==> src/hw/rtl/irot_pkg.sv <==
// shared types and constants of the 90 degree image rotator
package irot_pkg;

	// fixed field widths
	localparam int PIX_W     = 24;
	localparam int DIM_REG_W = 7;
	localparam int PDATA_W   = 32;
	localparam int PADDR_W   = 3;

	// parameter defaults
	localparam int DEF_MAX_DIM    = 64;
	localparam int DEF_PIXEL_BITS = 24;

	// register reset values
	localparam logic [DIM_REG_W-1:0] SRC_WIDTH_RST  = 7'd64;
	localparam logic [DIM_REG_W-1:0] SRC_HEIGHT_RST = 7'd64;

	// register index, taken from paddr[2]
	localparam logic REG_SRC_WIDTH  = 1'b0;
	localparam logic REG_SRC_HEIGHT = 1'b1;

	// command codes on func
	localparam logic FUNC_LOAD  = 1'b0;
	localparam logic FUNC_FETCH = 1'b1;

	// geometry registers as seen by the datapath
	typedef struct packed {
		logic [DIM_REG_W-1:0] src_width;
		logic [DIM_REG_W-1:0] src_height;
	} geom_t;

	// commands from the controller to the datapath
	typedef struct packed {
		logic load;
		logic fetch;
		logic read;
	} cmd_t;

	// controller states
	typedef enum logic [2:0] {
		ST_IDLE = 3'b001,
		ST_READ = 3'b010,
		ST_SHOW = 3'b100
	} state_t;

endpackage

==> src/hw/rtl/irot_ctrl.sv <==
// controller: command acceptance and fetch sequencing
module irot_ctrl (
	input  logic            clk,
	input  logic            arst_n,
	input  logic            start,
	input  logic            func,
	output logic            busy,
	output logic            done,
	output irot_pkg::cmd_t  cmd
);
	import irot_pkg::*;

	state_t state_q;
	state_t state_d;
	logic   accept;

	assign accept = start && !busy;

	// next state
	always_comb begin
		state_d = state_q;
		case (state_q)
			ST_IDLE: if (accept && func == FUNC_FETCH) state_d = ST_READ;
			ST_READ: state_d = ST_SHOW;
			ST_SHOW: state_d = ST_IDLE;
			default: state_d = ST_IDLE;
		endcase
	end

	always_ff @(posedge clk or negedge arst_n) begin
		if (!arst_n)
			state_q <= ST_IDLE;
		else
			state_q <= state_d;
	end

	// commands and status
	assign busy      = (state_q != ST_IDLE);
	assign done      = (state_q == ST_SHOW);
	assign cmd.load  = accept && (func == FUNC_LOAD);
	assign cmd.fetch = accept && (func == FUNC_FETCH);
	assign cmd.read  = (state_q == ST_READ);

	// a fetch transfer gives its result strobe after the read state
	a_fetch_done: assert property (@(posedge clk) disable iff (!arst_n)
		cmd.fetch |=> ##1 done)
		else $error("fetch without result");

	// a load transfer leaves the block free
	a_load_free: assert property (@(posedge clk) disable iff (!arst_n)
		cmd.load |=> !busy && !done)
		else $error("load stalled the block");

	// memory read only follows an accepted fetch
	a_read_src: assert property (@(posedge clk) disable iff (!arst_n)
		cmd.read |-> $past(cmd.fetch))
		else $error("read without fetch");

	// result strobe lasts one cycle
	a_done_pulse: assert property (@(posedge clk) disable iff (!arst_n)
		done |=> !done)
		else $error("result strobe longer than one cycle");

endmodule

==> config.mk <==
export PLATFORM = sky130hd
export DESIGN_NAME = irot_ctrl
export DESIGN_NICKNAME = d
export VERILOG_FILES = /design/src/hw/rtl/irot_pkg.sv /design/src/hw/rtl/irot_ctrl.sv
export SDC_FILE = /design/constraint.sdc
export NUM_CORES = 1
export LEC_CHECK = 0
export BUFFER_PORTS_ARGS = -buffer_cell sky130_fd_sc_hd__buf_2
export CORE_AREA = 2 2 39 41
export DETAILED_ROUTE_END_ITERATION = 16
export DIE_AREA = 0 0 41 43
export HOLD_SLACK_MARGIN = 0.1
export SYNTH_ARGS = -nofsm -noshare
export SYNTH_HDL_FRONTEND = slang
export SYNTH_SLANG_ARGS = --single-unit
==> constraint.sdc <==
create_clock -name clk -period 1.6 [get_ports clk]
set_input_delay 0.4 -clock clk [delete_from_list [all_inputs] [get_ports clk]]
set_output_delay 0.4 -clock clk [all_outputs]
set_load 0.01 [all_outputs]
==> results_dict.tcl, run 1 <==
set metrics [dict create \
    status "finished with violations" \
    violations "setup timing" \
    num_vias 154 \
    drive_above_1_share 0.600 \
    dp_cells 40 \
    rrSetupSlack_ns 0.38 \
    synth_edf_count 0 \
    cts_num_sinks 3 \
    syn_area_um2 156 \
    p_leak_nw 0.150 \
    period_needed_ns 1.82 \
    cts_made_buffers 3 \
    crit_path_end_kind "output port" \
    clock_skew_ns 0.00196 \
    top_register "state_q" \
    crit_type "reg2out" \
    synth_nets 19 \
    clk_latency_ns 0.23 \
    cp.arrival_ns 1.42 \
    port-buffer-count 8 \
    switching_share 0.232 \
    largestRegisters "state_q: 3 flops" \
    crit_path_top_delay_cell "dfstp_2" \
    grt_pass1_vias 150 \
    finalHoldViolCount 0 \
    tns_ns -0.547 \
    max_cap_violations 0 \
    finalWorstSetupSlack_ns -0.218 \
    cp_num_buf_inv 1 \
    cp_data_required_time_ns 1.20 \
    clockRootBuffer "clkbuf_4" \
    postRouteAntennaNets 0 \
    chipWidth_um 41 \
    power_density_nw_per_um2 979 \
    cts.reportedPaths.clkPinSlew_ns 0.03 \
    hp-class "in2reg" \
    io_pins 9 \
    syn_avg_cell_area_um2 10.4 \
    pwr-share-seq 0.315 \
    wire_per_inst_um 7.70 \
    via_per_inst 3.35 \
    irDropWorstVdd_v 0.000286 \
    cts_tree "yes" \
    grt_use_total 0.0544 \
    place_congestion 0.605 \
    path_cells "or3b_4 -> nor3b_2 -> buf_2" \
    area_growth_pct 80.0 \
    drt_iter0_drc 0 \
    grt_start_max_net_pins 5 \
    yosysMostFrequentCell "nor2_1" \
    wirelength_um 354 \
    pwr-share-clk 0.475 \
    nNetsFinal 35 \
    rows 14 \
    power_frac_comb 0.211 \
    fin_crit_sh 1.14 \
    synth_seq_area_share 0.488 \
    num_antenna_cells 0 \
    final_cells 46 \
    path_max_fanout 3 \
    yosysWarnings 0 \
    critPathMaxStageDelay_ns 0.51 \
    synthCells 15 \
    grt_pass1_wl_um 565 \
    setup.worst_path.start_class "register" \
    initial_utilization 0.113 \
    synth_top_area_cell "dfrtp_1" \
    tightest_slew_ns 0.175 \
    overflow 0 \
    drt_first_pass_iters 1 \
    setup_violations 3 \
    drc 0 \
    htreeDepth 1 \
    largest_reg_flops 3 \
    cts_buffer_depth 2 \
    p_int_w 0.000212 \
    synth_area_leaders "dfrtp_1, dfstp_2, nor2_1, nor3b_2, or3b_4" \
    power.switching_w 0.0000640 \
    core_area_um2 1380 \
    antenna_found_initial 0 \
    ys_types 11 \
    cp_top_family "simple AND/OR/NAND/NOR gates" \
    die_area_um2 1760 \
    ys.flop_type "dfrtp_1" \
    synth_seq_cells 3 \
    synth.top_cell.area_share 0.320 \
    grt_setup_unrepaired "yes" \
    relSlewSlack 0.883 \
    die_h_um 43 \
    synth_top_cells_by_count "nor2_1, dfrtp_1" \
    report.final.slew_viol_count 0 \
    fmax_ghz 0.550 \
    synth-async-reset-ratio 1.00 \
]
-- path summary, 6_finish.rpt --
check	cells after the start	to	from
worst max-delay path	3	cmd[2]	state_q[0]
worst min-delay path	3	state_q[1]	start
worst max register to register	3	state_q[1]	state_q[0]
worst min register to register	2	state_q[2]	state_q[2]
max in group asynchronous	2	state_q[0]	arst_n
min in group asynchronous	2	state_q[2]	arst_n
-- placed cells by master (no fill, tap or decap), types with 2 or more instances in the layout --
master    n
nor2_1    4
clkbuf_4  3
dfrtp_1   2
buf_4     3
buf_2     7
-- power groups by stage --
stage | registers (W) | logic, W | clock network, W
finish | 0.0000867 | 0.0000580 | 0.000131
global route | 0.0000871 | 0.0000638 | 0.000147
CTS | 0.0000858 | 0.0000571 | 0.000140
detailed placement | 0.0000867 | 0.0000445 | 0
global placement | 0.0000864 | 0.0000440 | 0
floorplan | 0.0000871 | 0.0000245 | 0
-- kinds of logic after synthesis --
family          share of synthesized area
buf+inv                            0.0480
flops                               0.488
compound gates                     0.0480
simple gates                        0.416
-- metrics by stage --
stage	total power (W)	instance area [um^2]	util	hold slack, ns	setup WS [ns]
floorplan	0.000112	156	-	0.104	0.0351
global placement	0.000130	224	0.162	0.196	0.0202
detailed placement	0.000131	224	0.162	0.198	0.00901
CTS	0.000283	274	0.198	0.431	-0.236
global route	0.000298	282	0.203	0.438	-0.290
finish	0.000276	282	0.203	0.437	-0.218
-- worst min-delay path, delay by kind of cell --
| kind | cells | cell delay [ns] |
|---|---|---|
| simple gates | 2 | 0.11 |
| buf+inv | 1 | 0.11 |
-- routing by layer --
layer | track usage | part of all wire
met1 | 0.0489 | 0.37
met2 | 0.0656 | 0.55
met3 | 0.0471 | 0.085
met4 | 0.0600 | 0
met5 | 0 | 0
-- timing repair --
| action | in CTS | in global routing |
|---|---|---|
| resized for setup | 1 | 1 |
| pin swaps | 0 | 1 |
| setup buffers | 1 | 0 |
| hold buffers | 1 | 0 |
| cloned | 0 | 0 |
| endpoints found under the setup margin | 3 | 4 |
| endpoints found under the hold margin | 2 | 0 |
-- cell type report --
| type | count | area (um^2) |
|---|---|---|
| tap | 16 | 20.0 |
| sequential | 3 | 76.3 |
| multi-input combinational | 11 | 80.1 |
| fill | 159 | 1100 |
| clock buffer | 4 | 26.3 |
| timing repair buffer | 12 | 78.8 |
Note: power is estimated with default switching activity, not from simulation.
==> run 2: changes to the inputs <==
--- a/config.mk
+++ b/config.mk
@@ -8,5 +8,5 @@
 export BUFFER_PORTS_ARGS = -buffer_cell sky130_fd_sc_hd__buf_2
-export CORE_AREA = 2 2 39 41
+export CORE_AREA = 5 5 42 44
 export DETAILED_ROUTE_END_ITERATION = 16
-export DIE_AREA = 0 0 41 43
+export DIE_AREA = 0 0 47 49
 export HOLD_SLACK_MARGIN = 0.1
==> constraint.sdc (replaced) <==
create_clock -name clk -period 1.6 [get_ports clk]
set_input_delay 0.08 -clock clk [delete_from_list [all_inputs] [get_ports clk]]
set_output_delay 0.08 -clock clk [all_outputs]
set_load 0.01 [all_outputs]
==> run 2 against run 1 <==
Effect of this change:
- power is 4.9% lower
- non-clock buffer count fell by 3
- worst setup slack improved by 0.26 ns
- first-iteration DRC count is 1 higher
- fmax grew 17%
- global-route usage fell by 1.9 points
- worst hold slack worse by 0.32 ns
- critical path depth is the same
- clock-buffer cell count stayed put
- clock skew grew 0.0019 ns
- sequential share of layout area increased by 4.0 points
- the flow now finishes without violations
==> results_dict.tcl, run 2 (same netlist as run 1, synthesis figures left out) <==
set metrics [dict create \
    status "finished clean" \
    io_pins 9 \
    placed_cell_area_um2 209 \
    hp-class "in2reg" \
    max_cap_violations 0 \
    via_per_inst 3.37 \
    crit_type "reg2out" \
    chipWidth_um 47 \
    cts.reportedPaths.clkPinSlew_ns 0.04 \
    setup_violations 0 \
    largest_reg_flops 3 \
    finalHoldViolCount 0 \
    cts_setup_buffers 0 \
    drc 0 \
    core_area_um2 1400 \
    final_cells 43 \
    tightest_slew_ns 0.152 \
    rows 14 \
    cp_data_required_time_ns 1.52 \
    tns_ns 0 \
    drt_iter0_drc 1 \
    port-buffer-count 8 \
    area_growth_pct 56.8 \
    final_cell_mix "buf_2, nor2_1, clkbuf_4" \
    clockRootBuffer "clkbuf_4" \
    drt_first_pass_iters 4 \
    setup.worst_path.start_class "register" \
    place_congestion 0.614 \
    nFillCells 161 \
    initial_utilization 0.112 \
    grt_start_max_net_pins 6 \
    cts_resized 0 \
    cp.arrival_ns 1.47 \
    clk_latency_ns 0.23 \
    crit_path_end_kind "output port" \
    fin_crit_sh 0.970 \
    irDropWorstVdd_v 0.000193 \
    cts_made_buffers 3 \
    nNetsFinal 32 \
    die_area_um2 2300 \
    antenna_found_initial 0 \
    drive_above_1_share 0.519 \
    grt_setup_unrepaired "yes" \
    power_density_nw_per_um2 1070 \
    overflow 0 \
    hold-worst-slack_ns 0.114 \
    relSlewSlack 0.899 \
    die_h_um 49 \
    cp_top_family "simple AND/OR/NAND/NOR gates" \
    cts_num_sinks 3 \
    num_vias 145 \
    postRouteAntennaNets 0 \
    critPathMaxStageDelay_ns 0.53 \
    grt_use_total 0.0352 \
    fmax_ghz 0.644 \
    path_cells "or3b_4 -> nor3b_2 -> buf_2" \
    crit_path_top_delay_cell "dfstp_2" \
    rrSetupSlack_ns 0.48 \
    final_area_um2 245 \
    cts_buffer_depth 2 \
    p_leak_nw 0.126 \
    final_common_cell "buf_2" \
    report.final.slew_viol_count 0 \
    largestRegisters "state_q: 3 flops" \
    grt_pass1_wl_um 503 \
    path_max_fanout 4 \
    wire_per_inst_um 8.47 \
    num_antenna_cells 0 \
    grt_pass1_vias 136 \
    period_needed_ns 1.55 \
    cp_num_buf_inv 1 \
    htreeDepth 1 \
    utilization 0.175 \
    top_register "state_q" \
    wirelength_um 364 \
    cts_tree "yes" \
    clock_skew_ns 0.00383 \
    dp_cells 38 \
]
## run 2: metrics by stage
step	total power (W)	setup slack, ns
after global routing	0.000281	-0.0152
after global placement	0.000126	0.311
final	0.000262	0.0473
after floorplan	0.000112	0.355
after detailed placement	0.000127	0.279
after CTS	0.000270	0.0222
## run 2: per-layer routing
| metal | routed length, um | share of wire | up-vias | track usage |
|---|---|---|---|---|
| li1 | - | - | 75 | - |
| met1 | 167 | 0.46 | 62 | 0.0374 |
| met2 | 133 | 0.37 | 8 | 0.0339 |
| met3 | 63 | 0.17 | 0 | 0.0332 |
| met4 | 0 | 0 | 0 | 0.0415 |
| met5 | 0 | 0 | - | 0 |
## run 2: area by class of cell
type,instances,area (um^2),share of cell area
Sequential cell,3,76.3,0.311
Multi-Input combinational cell,11,72.6,0.296
Timing Repair Buffer,9,50.0,0.204
Clock buffer,4,26.3,0.107
Tap cell,16,20.0,0.0816
## run 2: worst register-to-register path: cells and delay by family, from the launching register on
kind	cells	cell delay, ns
simple gates	2	0.52
flops	1	0.53
## run 2: path summary, 6_finish.rpt
check | cells past startpoint | start | end
setup / recovery | 3 | state_q[0] | cmd[2]
hold / removal | 3 | start | state_q[1]
setup reg to reg | 2 | state_q[0] | state_q[1]
hold reg to reg | 1 | state_q[2] | state_q[2]
max in group asynchronous | 2 | arst_n | state_q[0]
min in group asynchronous | 2 | arst_n | state_q[2]
## run 2: where the power goes
group	internal (W)	leakage [nW]	switching [W]
combinational	0.0000216	0.0731	0.0000187
sequential	0.0000828	0.0377	0.00000418
clock	0.0000936	0.0150	0.0000412
total	0.000198	0.126	0.0000641
## run 2: timing repair
item | in CTS | in global routing
hold buffers | 1 | 0
endpoints found under the hold margin | 3 | 0
setup endpoints to repair | 0 | 1
