--- src/hw/rtl/irot_pkg.sv ---
// shared types and constants of the 90 degree image rotator
package irot_pkg;

	// fixed field widths
	localparam int PIX_W     = 24;
	localparam int DIM_REG_W = 7;
	localparam int PDATA_W   = 32;
	localparam int PADDR_W   = 3;

	// parameter defaults
	localparam int DEF_MAX_DIM    = 64;
	localparam int DEF_PIXEL_BITS = 24;

	// register reset values
	localparam logic [DIM_REG_W-1:0] SRC_WIDTH_RST  = 7'd64;
	localparam logic [DIM_REG_W-1:0] SRC_HEIGHT_RST = 7'd64;

	// register index, taken from paddr[2]
	localparam logic REG_SRC_WIDTH  = 1'b0;
	localparam logic REG_SRC_HEIGHT = 1'b1;

	// command codes on func
	localparam logic FUNC_LOAD  = 1'b0;
	localparam logic FUNC_FETCH = 1'b1;

	// geometry registers as seen by the datapath
	typedef struct packed {
		logic [DIM_REG_W-1:0] src_width;
		logic [DIM_REG_W-1:0] src_height;
	} geom_t;

	// commands from the controller to the datapath
	typedef struct packed {
		logic load;
		logic fetch;
		logic read;
	} cmd_t;

	// controller states
	typedef enum logic [2:0] {
		ST_IDLE = 3'b001,
		ST_READ = 3'b010,
		ST_SHOW = 3'b100
	} state_t;

endpackage

--- src/hw/rtl/irot_regs.sv ---
// apb configuration registers: source width and height
module irot_regs (
	input  logic                          clk,
	input  logic                          arst_n,
	input  logic                          psel,
	input  logic                          penable,
	input  logic                          pwrite,
	input  logic [irot_pkg::PADDR_W-1:0]  paddr,
	input  logic [irot_pkg::PDATA_W-1:0]  pwdata,
	output logic [irot_pkg::PDATA_W-1:0]  prdata,
	output logic                          pready,
	output irot_pkg::geom_t               geom
);
	import irot_pkg::*;

	logic [DIM_REG_W-1:0] src_width_q;
	logic [DIM_REG_W-1:0] src_height_q;
	logic                 wr_en;

	// no wait states
	assign pready = 1'b1;
	assign wr_en  = psel && penable && pwrite && pready;

	// register write
	always_ff @(posedge clk or negedge arst_n) begin
		if (!arst_n) begin
			src_width_q  <= SRC_WIDTH_RST;
			src_height_q <= SRC_HEIGHT_RST;
		end else if (wr_en) begin
			case (paddr[2])
				REG_SRC_WIDTH:  src_width_q  <= pwdata[DIM_REG_W-1:0];
				REG_SRC_HEIGHT: src_height_q <= pwdata[DIM_REG_W-1:0];
				default: ;
			endcase
		end
	end

	// register read
	always_comb begin
		case (paddr[2])
			REG_SRC_WIDTH:  prdata = PDATA_W'(src_width_q);
			REG_SRC_HEIGHT: prdata = PDATA_W'(src_height_q);
			default:        prdata = '0;
		endcase
	end

	assign geom.src_width  = src_width_q;
	assign geom.src_height = src_height_q;

endmodule

--- config.mk ---
export PLATFORM = sky130hd
export DESIGN_NAME = irot_regs
export DESIGN_NICKNAME = d
export VERILOG_FILES = /design/src/hw/rtl/irot_pkg.sv /design/src/hw/rtl/irot_regs.sv
export SDC_FILE = /design/constraint.sdc
export NUM_CORES = 1
export LEC_CHECK = 0
export ABC_AREA = 1
export BUFFER_PORTS_ARGS = -buffer_cell sky130_fd_sc_hd__clkbuf_2
export CAP_MARGIN = 20
export CORE_AREA = 2 2 73 47
export CTS_BUF_LIST = sky130_fd_sc_hd__clkbuf_16
export DETAILED_ROUTE_END_ITERATION = 8
export DIE_AREA = 0 0 75 49
export GPL_ROUTABILITY_DRIVEN = 0
export MAX_ROUTING_LAYER = met4
export PLACE_DENSITY = 0.75
export SLEW_MARGIN = 20
export SYNTH_ARGS = -nofsm -noshare
export SYNTH_HDL_FRONTEND = slang
export SYNTH_SLANG_ARGS = --single-unit
--- constraint.sdc ---
create_clock -name clk -period 0.95 [get_ports clk]
set_input_delay 0.0475 -clock clk [delete_from_list [all_inputs] [get_ports clk]]
set_output_delay 0.0475 -clock clk [all_outputs]
set_load 0.05 [all_outputs]
==> implementation parameters, run 1 <==
Parameter                              Value

Status
  Outcome    finished, violations left
  Failing checks    setup timing

Synth
  Commonest cells in the synthesized netlist    50 x sky130_fd_sc_hd__nand2_1, 26 x sky130_fd_sc_hd__buf_4, 14 x sky130_fd_sc_hd__nand3_1
  Parity-gate share of the synthesized area counting xor and xnor cells    0
  Count of flip-flops with a built-in enable after synthesis    0
  Dominant cell type by area after synthesis    sky130_fd_sc_hd__dfrtp_1
  Most used flip-flop cell after synthesis    sky130_fd_sc_hd__dfrtp_1
  Sequential fraction of the synthesis area    0.4023
  Cell types with the largest area share after synthesis    sky130_fd_sc_hd__dfrtp_1 34%, sky130_fd_sc_hd__buf_4 22%, sky130_fd_sc_hd__nand2_1 21%, sky130_fd_sc_hd__nand3_1 8.0%, sky130_fd_sc_hd__dfstp_2 6.0%
  Count of mapped cells out of synthesis    115
  Top-area cell type share of the netlist area    0.3424
  Number of synthesis warnings    0
  Arithmetic-cell share of the synthesized area counting full adders, half adders and majority gates    0
  Mux contribution to synthesized area    0
  Share of async-settable or async-resettable flops after synthesis    1.000
  Most instantiated library cell after synthesis    sky130_fd_sc_hd__nand2_1
  Post-synthesis sequential element count    14
  Dominant combinational cell family by area after synthesis    simple AND/OR/NAND/NOR gates
  Synth cell types    12
  Synthesized-area fraction occupied by and/or/nand/nor cells    0.3281
  Compound-Gate Fraction of Synth Area    0
  Summed instance area of the synthesized netlist    877.1 um2
  Mean instance size in the synthesized netlist    7.627 um2

STA
  Final Slew Violations    0
  Slack of the critical path    -0.1414 ns
  RSZ-0062 raised after global routing    yes
  Worst Skew    0 ns
  Post-route clock period utilization    1.149
  Number of setup violations in the final report    9
  Setup TNS after final layout    -0.5600 ns
  Minimum period implied by the final worst setup slack    1.091 ns
  Final worst hold slack    0.03140 ns
  Endpoints failing hold    0
  Peak Freq    916.2 MHz

Final layout
  Area Growth Syn to Fin    56.63%
  Nets    202
  Layout cells sized above 1    0.5528
  Final-layout fill cell count    344
  Number of diodes added for antenna fixing    0
  Final Util    0.4485

Worst setup path
  Biggest fanout along the worst timing path    3
  Kind of critical path    flop to output pin
  Data arrival time of the worst path    1.04 ns
  Worst EP required    0.90 ns
  Critical path endpoint category    output pin
  CP Launch Type    flop

Detailed routing
  DRT iter0 DRCs    33
  Met3 routed wirelength    143 um
  Initial DRT Pass Iterations    4
  Met2 wire length    1087 um
  Post-DR vias/cell    3.811
  DR top layer    met3
  Total wirelength of the detailed-routed design    2184 um
  Post-DRT Antenna Nets    0
  Metal1 wirelength    953 um
  DRC violations left    0
  Vias    785
  Average detailed-routed wire length per instance    10.60 um

Floorplan
  Horizontal extent of the die    75 um
  Initial core utilization    0.2864
  Overall die height    49 um
  Core area    3063 um2
  Number of placed I/O pins    87
  Cell row count    16
  Die Area    3675 um2

Worst hold path
  Hold Path Class    input pin to flop

Power
  Power density over the cells    2409 nW/um2
  Worst voltage drop across the vdd grid    0.001148 V
  Leakage dissipation    0.0007349 uW
  Total power draw    3309 uW

Place
  Detail Placement HPWL    1641 um
  Buffers added on ports    33
  Setup WS pre-CTS    0.02130 ns

Global routing
  GRT Overall Usage    0.1335
  Number of antenna violations at the first check in global routing    0
  Pin count of the biggest net entering global routing    15
  First-pass GRT wire length    3567 um
  GRT Residual Overflow    0
  Number of global-route vias before repair    764

CTS
  TritonCTS sink count    14
  Clock Latency Late Sink    0.24 ns
  CTS clock-pin slew for the worst setup and hold paths    0.05 ns
  Depth of the CTS H-tree    1
  Number of buffers created by CTS    3
  CTS root buf    sky130_fd_sc_hd__clkbuf_16
  Clock tree from TritonCTS    built
  Buffer levels on the longest clock path    2

Job
  Number of maximum-capacitance violations    0
area by class of cell:
class | instances | area, um2 | share of cell area
multi-input cells | 93 | 442.9 | 0.3224
repair buffers | 48 | 420.4 | 0.3060
inverters | 2 | 7.507 | 0.005464
flip-flops and latches | 14 | 367.9 | 0.2678
well taps | 45 | 56.30 | 0.04098
clock buffers | 3 | 75.07 | 0.05464
clock inverters | 1 | 3.754 | 0.002732
final timing paths:
path	startpoint	endpoint	cells past startpoint	slack, ns
hold reg to reg	src_width_q[6]	src_width_q[6]	2	0.48
setup / recovery	src_width_q[6]	prdata[6]	3	-0.14
max in group asynchronous	arst_n	src_height_q[6]	2	0.39
hold / removal	pwdata[6]	src_width_q[6]	3	0.03
setup reg to reg	src_width_q[2]	src_width_q[2]	4	0.08
min in group asynchronous	arst_n	src_width_q[0]	2	0.25
per-stage QoR:
stage                     std cells  area (um2)
after floorplan                 139        1007
after global placement          192        1120
after detailed placement        192        1120
after CTS                       203        1321
after global routing            206        1374
final                           206        1374
cells by family (layout without fill, tap and decap cells):
kind of cell / count (synthesis) / after routing
AND/OR/NAND/NOR: 67 / 67
flip-flops: 14 / 14
buffers and inverters: 32 / 54
other: 2 / 26
placed cells by master, fill, tap and decap left out:
master,synthesis,routed
sky130_fd_sc_hd__clkbuf_2,0,12
sky130_fd_sc_hd__clkbuf_4,0,8
sky130_fd_sc_hd__clkinv_1,0,1
sky130_fd_sc_hd__nand2_2,0,20
sky130_fd_sc_hd__nand2_1,50,29
sky130_fd_sc_hd__dfstp_2,2,2
sky130_fd_sc_hd__buf_2,3,2
sky130_fd_sc_hd__dfrtp_2,0,12
sky130_fd_sc_hd__conb_1,2,26
sky130_fd_sc_hd__nor2_4,1,1
sky130_fd_sc_hd__buf_12,0,5
sky130_fd_sc_hd__dlygate4sd3_1,0,1
sky130_fd_sc_hd__buf_8,0,4
sky130_fd_sc_hd__nand2_4,0,1
sky130_fd_sc_hd__buf_4,26,16
sky130_fd_sc_hd__nand3_1,14,14
sky130_fd_sc_hd__inv_2,2,2
sky130_fd_sc_hd__clkbuf_16,0,3
sky130_fd_sc_hd__nand4_1,1,1
sky130_fd_sc_hd__nand4_2,1,1
report_power, final:
group / leakage (uW) / switching [uW] / total (uW) / internal [uW]
logic: 0.000539 / 1110 / 1670 / 551
registers: 0.000157 / 110 / 852 / 741
clock network: 0.0000385 / 237 / 792 / 556
critical path, stage by stage (launching register included):
cell and delay (ns):
sky130_fd_sc_hd__dfstp_2 0.54, sky130_fd_sc_hd__nand2_2 0.07, sky130_fd_sc_hd__nand2_4 0.07, sky130_fd_sc_hd__buf_12 0.13
sequential cells by signal (all words and copies together) (netlist names):
signal and flops:
src_height_q 7, src_width_q 7
metal layers:
metal  track usage  up-vias
li1              -      397
met1        0.1744      360
met2        0.1988       28
met3       0.04339        0
met4       0.03571        0
met5             -        -
timing repair:
item / in CTS / in global routing
endpoints found under the setup margin: 13 / 16
resized for setup: 24 / 20
hold buffers: 1 / 0
hold endpoints to repair: 12 / 0
pin swaps: 10 / 4
setup buffers: 6 / 3
No activity file was read; power rests on OpenSTA's default activity.
==> run 2: changes to the inputs <==
- ABC_AREA: 1 -> not set
- CORE_AREA: 2 2 73 47 -> 2 2 72 46
- CTS_BUF_LIST: sky130_fd_sc_hd__clkbuf_16 -> not set
- DIE_AREA: 0 0 75 49 -> 0 0 74 48
- GPL_ROUTABILITY_DRIVEN: 0 -> 1
- PLACE_DENSITY: 0.75 -> 0.76
==> run 2 against run 1 <==
  * The run still ends with setup timing left
  * Combinational power rose by 42%
  * Worst hold slack better by 0.024 ns
  * Non-clock buffer count rose by 1
  * Synthesized cell count down 43%
  * Via count is 27% lower
  * Setup slack got worse by 0.045 ns
  * Register-to-register slack got worse by 0.14 ns
  * Cell count shrank 23%
  * Critical path type unchanged
  * Largest power group unchanged
==> implementation parameters, run 2 <==
Parameter                              Value

Detailed routing
  Post-DRT Antenna Nets    0
  DRC violations left    0
  Met3 routed wirelength    95 um
  Average detailed-routed wire length per instance    11.92 um
  Vias    570
  Initial DRT Pass Iterations    2
  DRT iter0 DRCs    4
  Post-DR vias/cell    3.608
  Met2 wire length    1041 um
  Metal1 wirelength    747 um
  DR top layer    met3
  Total wirelength of the detailed-routed design    1883 um

Final layout
  Most frequent standard cell in the layout excluding fill and tap cells    sky130_fd_sc_hd__conb_1
  Largest registers    src_height_q (7), src_width_q (7)
  Commonest cells after routing, fill and taps aside    26 x sky130_fd_sc_hd__conb_1, 13 x sky130_fd_sc_hd__mux2_2, 13 x sky130_fd_sc_hd__clkbuf_16
  Number of diodes added for antenna fixing    0
  Nets    157
  Area Growth Syn to Fin    77.79%
  Layout cells sized above 1    0.7672
  Finished Layout Cells    158
  Final-layout fill cell count    269

Floorplan
  Number of placed I/O pins    87
  Cell row count    15
  Overall die height    48 um
  Initial core utilization    0.2962
  Die Area    3552 um2
  Horizontal extent of the die    74 um
  Core area    2834 um2

Place
  Buffers added on ports    33
  Final GP Congestion    0.6445
  Detail Placement HPWL    1377 um
  Number of placed cells counting well taps    144

Worst setup path
  CP cell instances    mux2_4 -> clkbuf_16
  Kind of critical path    flop to output pin
  Critical path endpoint category    output pin
  Reg-to-Reg End    src_width_q[5]
  Biggest fanout along the worst timing path    2
  Startpoint of the lowest-slack register-to-register path    src_width_q[5]
  Slowest cell on the critical path    sky130_fd_sc_hd__dfrtp_2
  Longest individual stage delay on the worst path    0.40 ns
  Data arrival time of the worst path    1.09 ns
  CP Launch Type    flop
  Worst EP required    0.90 ns
  R2r setup slk    -0.06 ns
  Count of cells along the worst register-to-register path    3

Synth
  Mux contribution to synthesized area    0.2817
  Synthesized-area fraction occupied by and/or/nand/nor cells    0.04322
  Dominant combinational cell family by area after synthesis    multiplexers
  Compound-Gate Fraction of Synth Area    0
  Cell types with the largest area share after synthesis    sky130_fd_sc_hd__dfrtp_1 36%, sky130_fd_sc_hd__mux2_2 28%, sky130_fd_sc_hd__buf_4 23%, sky130_fd_sc_hd__dfstp_2 6.3%, sky130_fd_sc_hd__nand4b_4 2.8%
  Mean instance size in the synthesized netlist    12.72 um2
  Most used flip-flop cell after synthesis    sky130_fd_sc_hd__dfrtp_1
  Post-synthesis sequential element count    14
  Dominant cell type by area after synthesis    sky130_fd_sc_hd__dfrtp_1
  Arithmetic-cell share of the synthesized area counting full adders, half adders and majority gates    0
  Most instantiated library cell after synthesis    sky130_fd_sc_hd__buf_4
  Parity-gate share of the synthesized area counting xor and xnor cells    0
  Top-area cell type share of the netlist area    0.3577
  Number of synthesis warnings    0
  Count of mapped cells out of synthesis    66
  Summed instance area of the synthesized netlist    839.6 um2
  Share of async-settable or async-resettable flops after synthesis    1.000
  Sequential fraction of the synthesis area    0.4203
  Synth cell types    8
  Count of flip-flops with a built-in enable after synthesis    0
  Commonest cells in the synthesized netlist    26 x sky130_fd_sc_hd__buf_4, 21 x sky130_fd_sc_hd__mux2_2, 12 x sky130_fd_sc_hd__dfrtp_1

Global routing
  Number of antenna violations at the first check in global routing    0
  Pin count of the biggest net entering global routing    15
  GRT Overall Usage    0.1152
  Number of global-route vias before repair    571
  GRT Residual Overflow    0
  First-pass GRT wire length    2766 um

STA
  Endpoints failing hold    0
  Final worst hold slack    0.05526 ns
  Slack of the critical path    -0.1865 ns
  Number of setup violations in the final report    17
  Worst Skew    0 ns
  Final Slew Violations    0
  RSZ-0062 raised after global routing    yes
  Peak Freq    879.9 MHz
  Post-route clock period utilization    1.196
  Setup TNS after final layout    -1.764 ns
  Minimum period implied by the final worst setup slack    1.136 ns

CTS
  Number of buffers created by CTS    3
  CTS clock-pin slew for the worst setup and hold paths    0.05 ns
  TritonCTS sink count    14
  Clock tree from TritonCTS    built
  CTS root buf    sky130_fd_sc_hd__clkbuf_8
  Buffer levels on the longest clock path    2
  Clock Latency Late Sink    0.24 ns
  Depth of the CTS H-tree    1

Power
  Power density over the cells    2528 nW/um2
  Leakage dissipation    0.0007494 uW
  Worst voltage drop across the vdd grid    0.001043 V

Worst hold path
  Critical hold path startpoint    pwdata[3]
  Worst hold path stage count    2
  Worst-case hold path end point    src_height_q[3]
  Hold Path Class    input pin to flop

Status
  Outcome    finished, violations left
  Failing checks    setup timing

Job
  Number of maximum-capacitance violations    0
run 2: cell types whose count changed after synthesis:
cell	delta
sky130_fd_sc_hd__nand4_1	-1
sky130_fd_sc_hd__nand2_1	-50
sky130_fd_sc_hd__nand3_1	-14
sky130_fd_sc_hd__nand4b_4	+1
sky130_fd_sc_hd__nor2_4	-1
sky130_fd_sc_hd__mux2_2	+21
sky130_fd_sc_hd__inv_2	-2
sky130_fd_sc_hd__buf_2	-3
run 2: cell families (layout without fill, tap and decap cells):
kind of cell | Yosys count | in the layout
other cells | 2 | 26
flops | 14 | 14
simple gates | 2 | 2
buf+inv | 27 | 53
mux | 21 | 21
run 2: metal layers:
metal  track usage  vias to the layer above
met4             0                        0
met5             -                        -
met3       0.04421                        0
li1              -                      269
met2        0.2071                       29
met1        0.1329                      272
run 2: how the worst max path moves through the flow:
stage	end	depth (start not counted)	startpoint
2_1_floorplan	prdata[6]	1	src_width_q[6]
5_1_grt	prdata[5]	2	src_width_q[5]
3_3_place_gp	prdata[6]	2	src_width_q[6]
3_5_place_dp	prdata[6]	2	src_width_q[6]
4_1_cts	prdata[0]	2	src_width_q[0]
6_report	prdata[5]	2	src_width_q[5]
run 2: per-stage QoR:
step	utilization	area, um2	setup slack (ns)	total power, uW
2_1_floorplan	-	970.9	-0.07664	2176
3_3_place_gp	0.3625	1027	-0.006603	2380
3_5_place_dp	0.3625	1027	-0.02148	2410
4_1_cts	0.5143	1458	-0.1904	3711
5_1_grt	0.5267	1493	-0.2197	3937
6_report	0.5267	1493	-0.1865	3774
run 2: final cells by class:
type	count	area, um2	area share
multi-input cells	49	400.4	0.2682
flip-flops and latches	14	367.9	0.2464
repair buffers	49	616.8	0.4132
clock buffers	4	55.05	0.03688
well taps	42	52.55	0.03521
run 2: power breakdown:
part	total, uW	leakage, uW	switching, uW	internal [uW]
clock	557	0.0000288	191	366
sequential	849	0.000152	85.7	763
combinational	2370	0.000569	1280	1090
run 2: worst max-delay path: cells and delay by family (launching register included):
| family | cells | cell delay (ns) |
|---|---|---|
| muxes | 1 | 0.28 |
| buffers and inverters | 1 | 0.17 |
| DFF | 1 | 0.40 |
run 2: what timing repair did:
action / CTS / global route
buffers inserted: 8 / 3
setup endpoints to repair: 11 / 21
hold buffers: 1 / 0
hold endpoints to repair: 12 / 0
resized for setup: 50 / 15
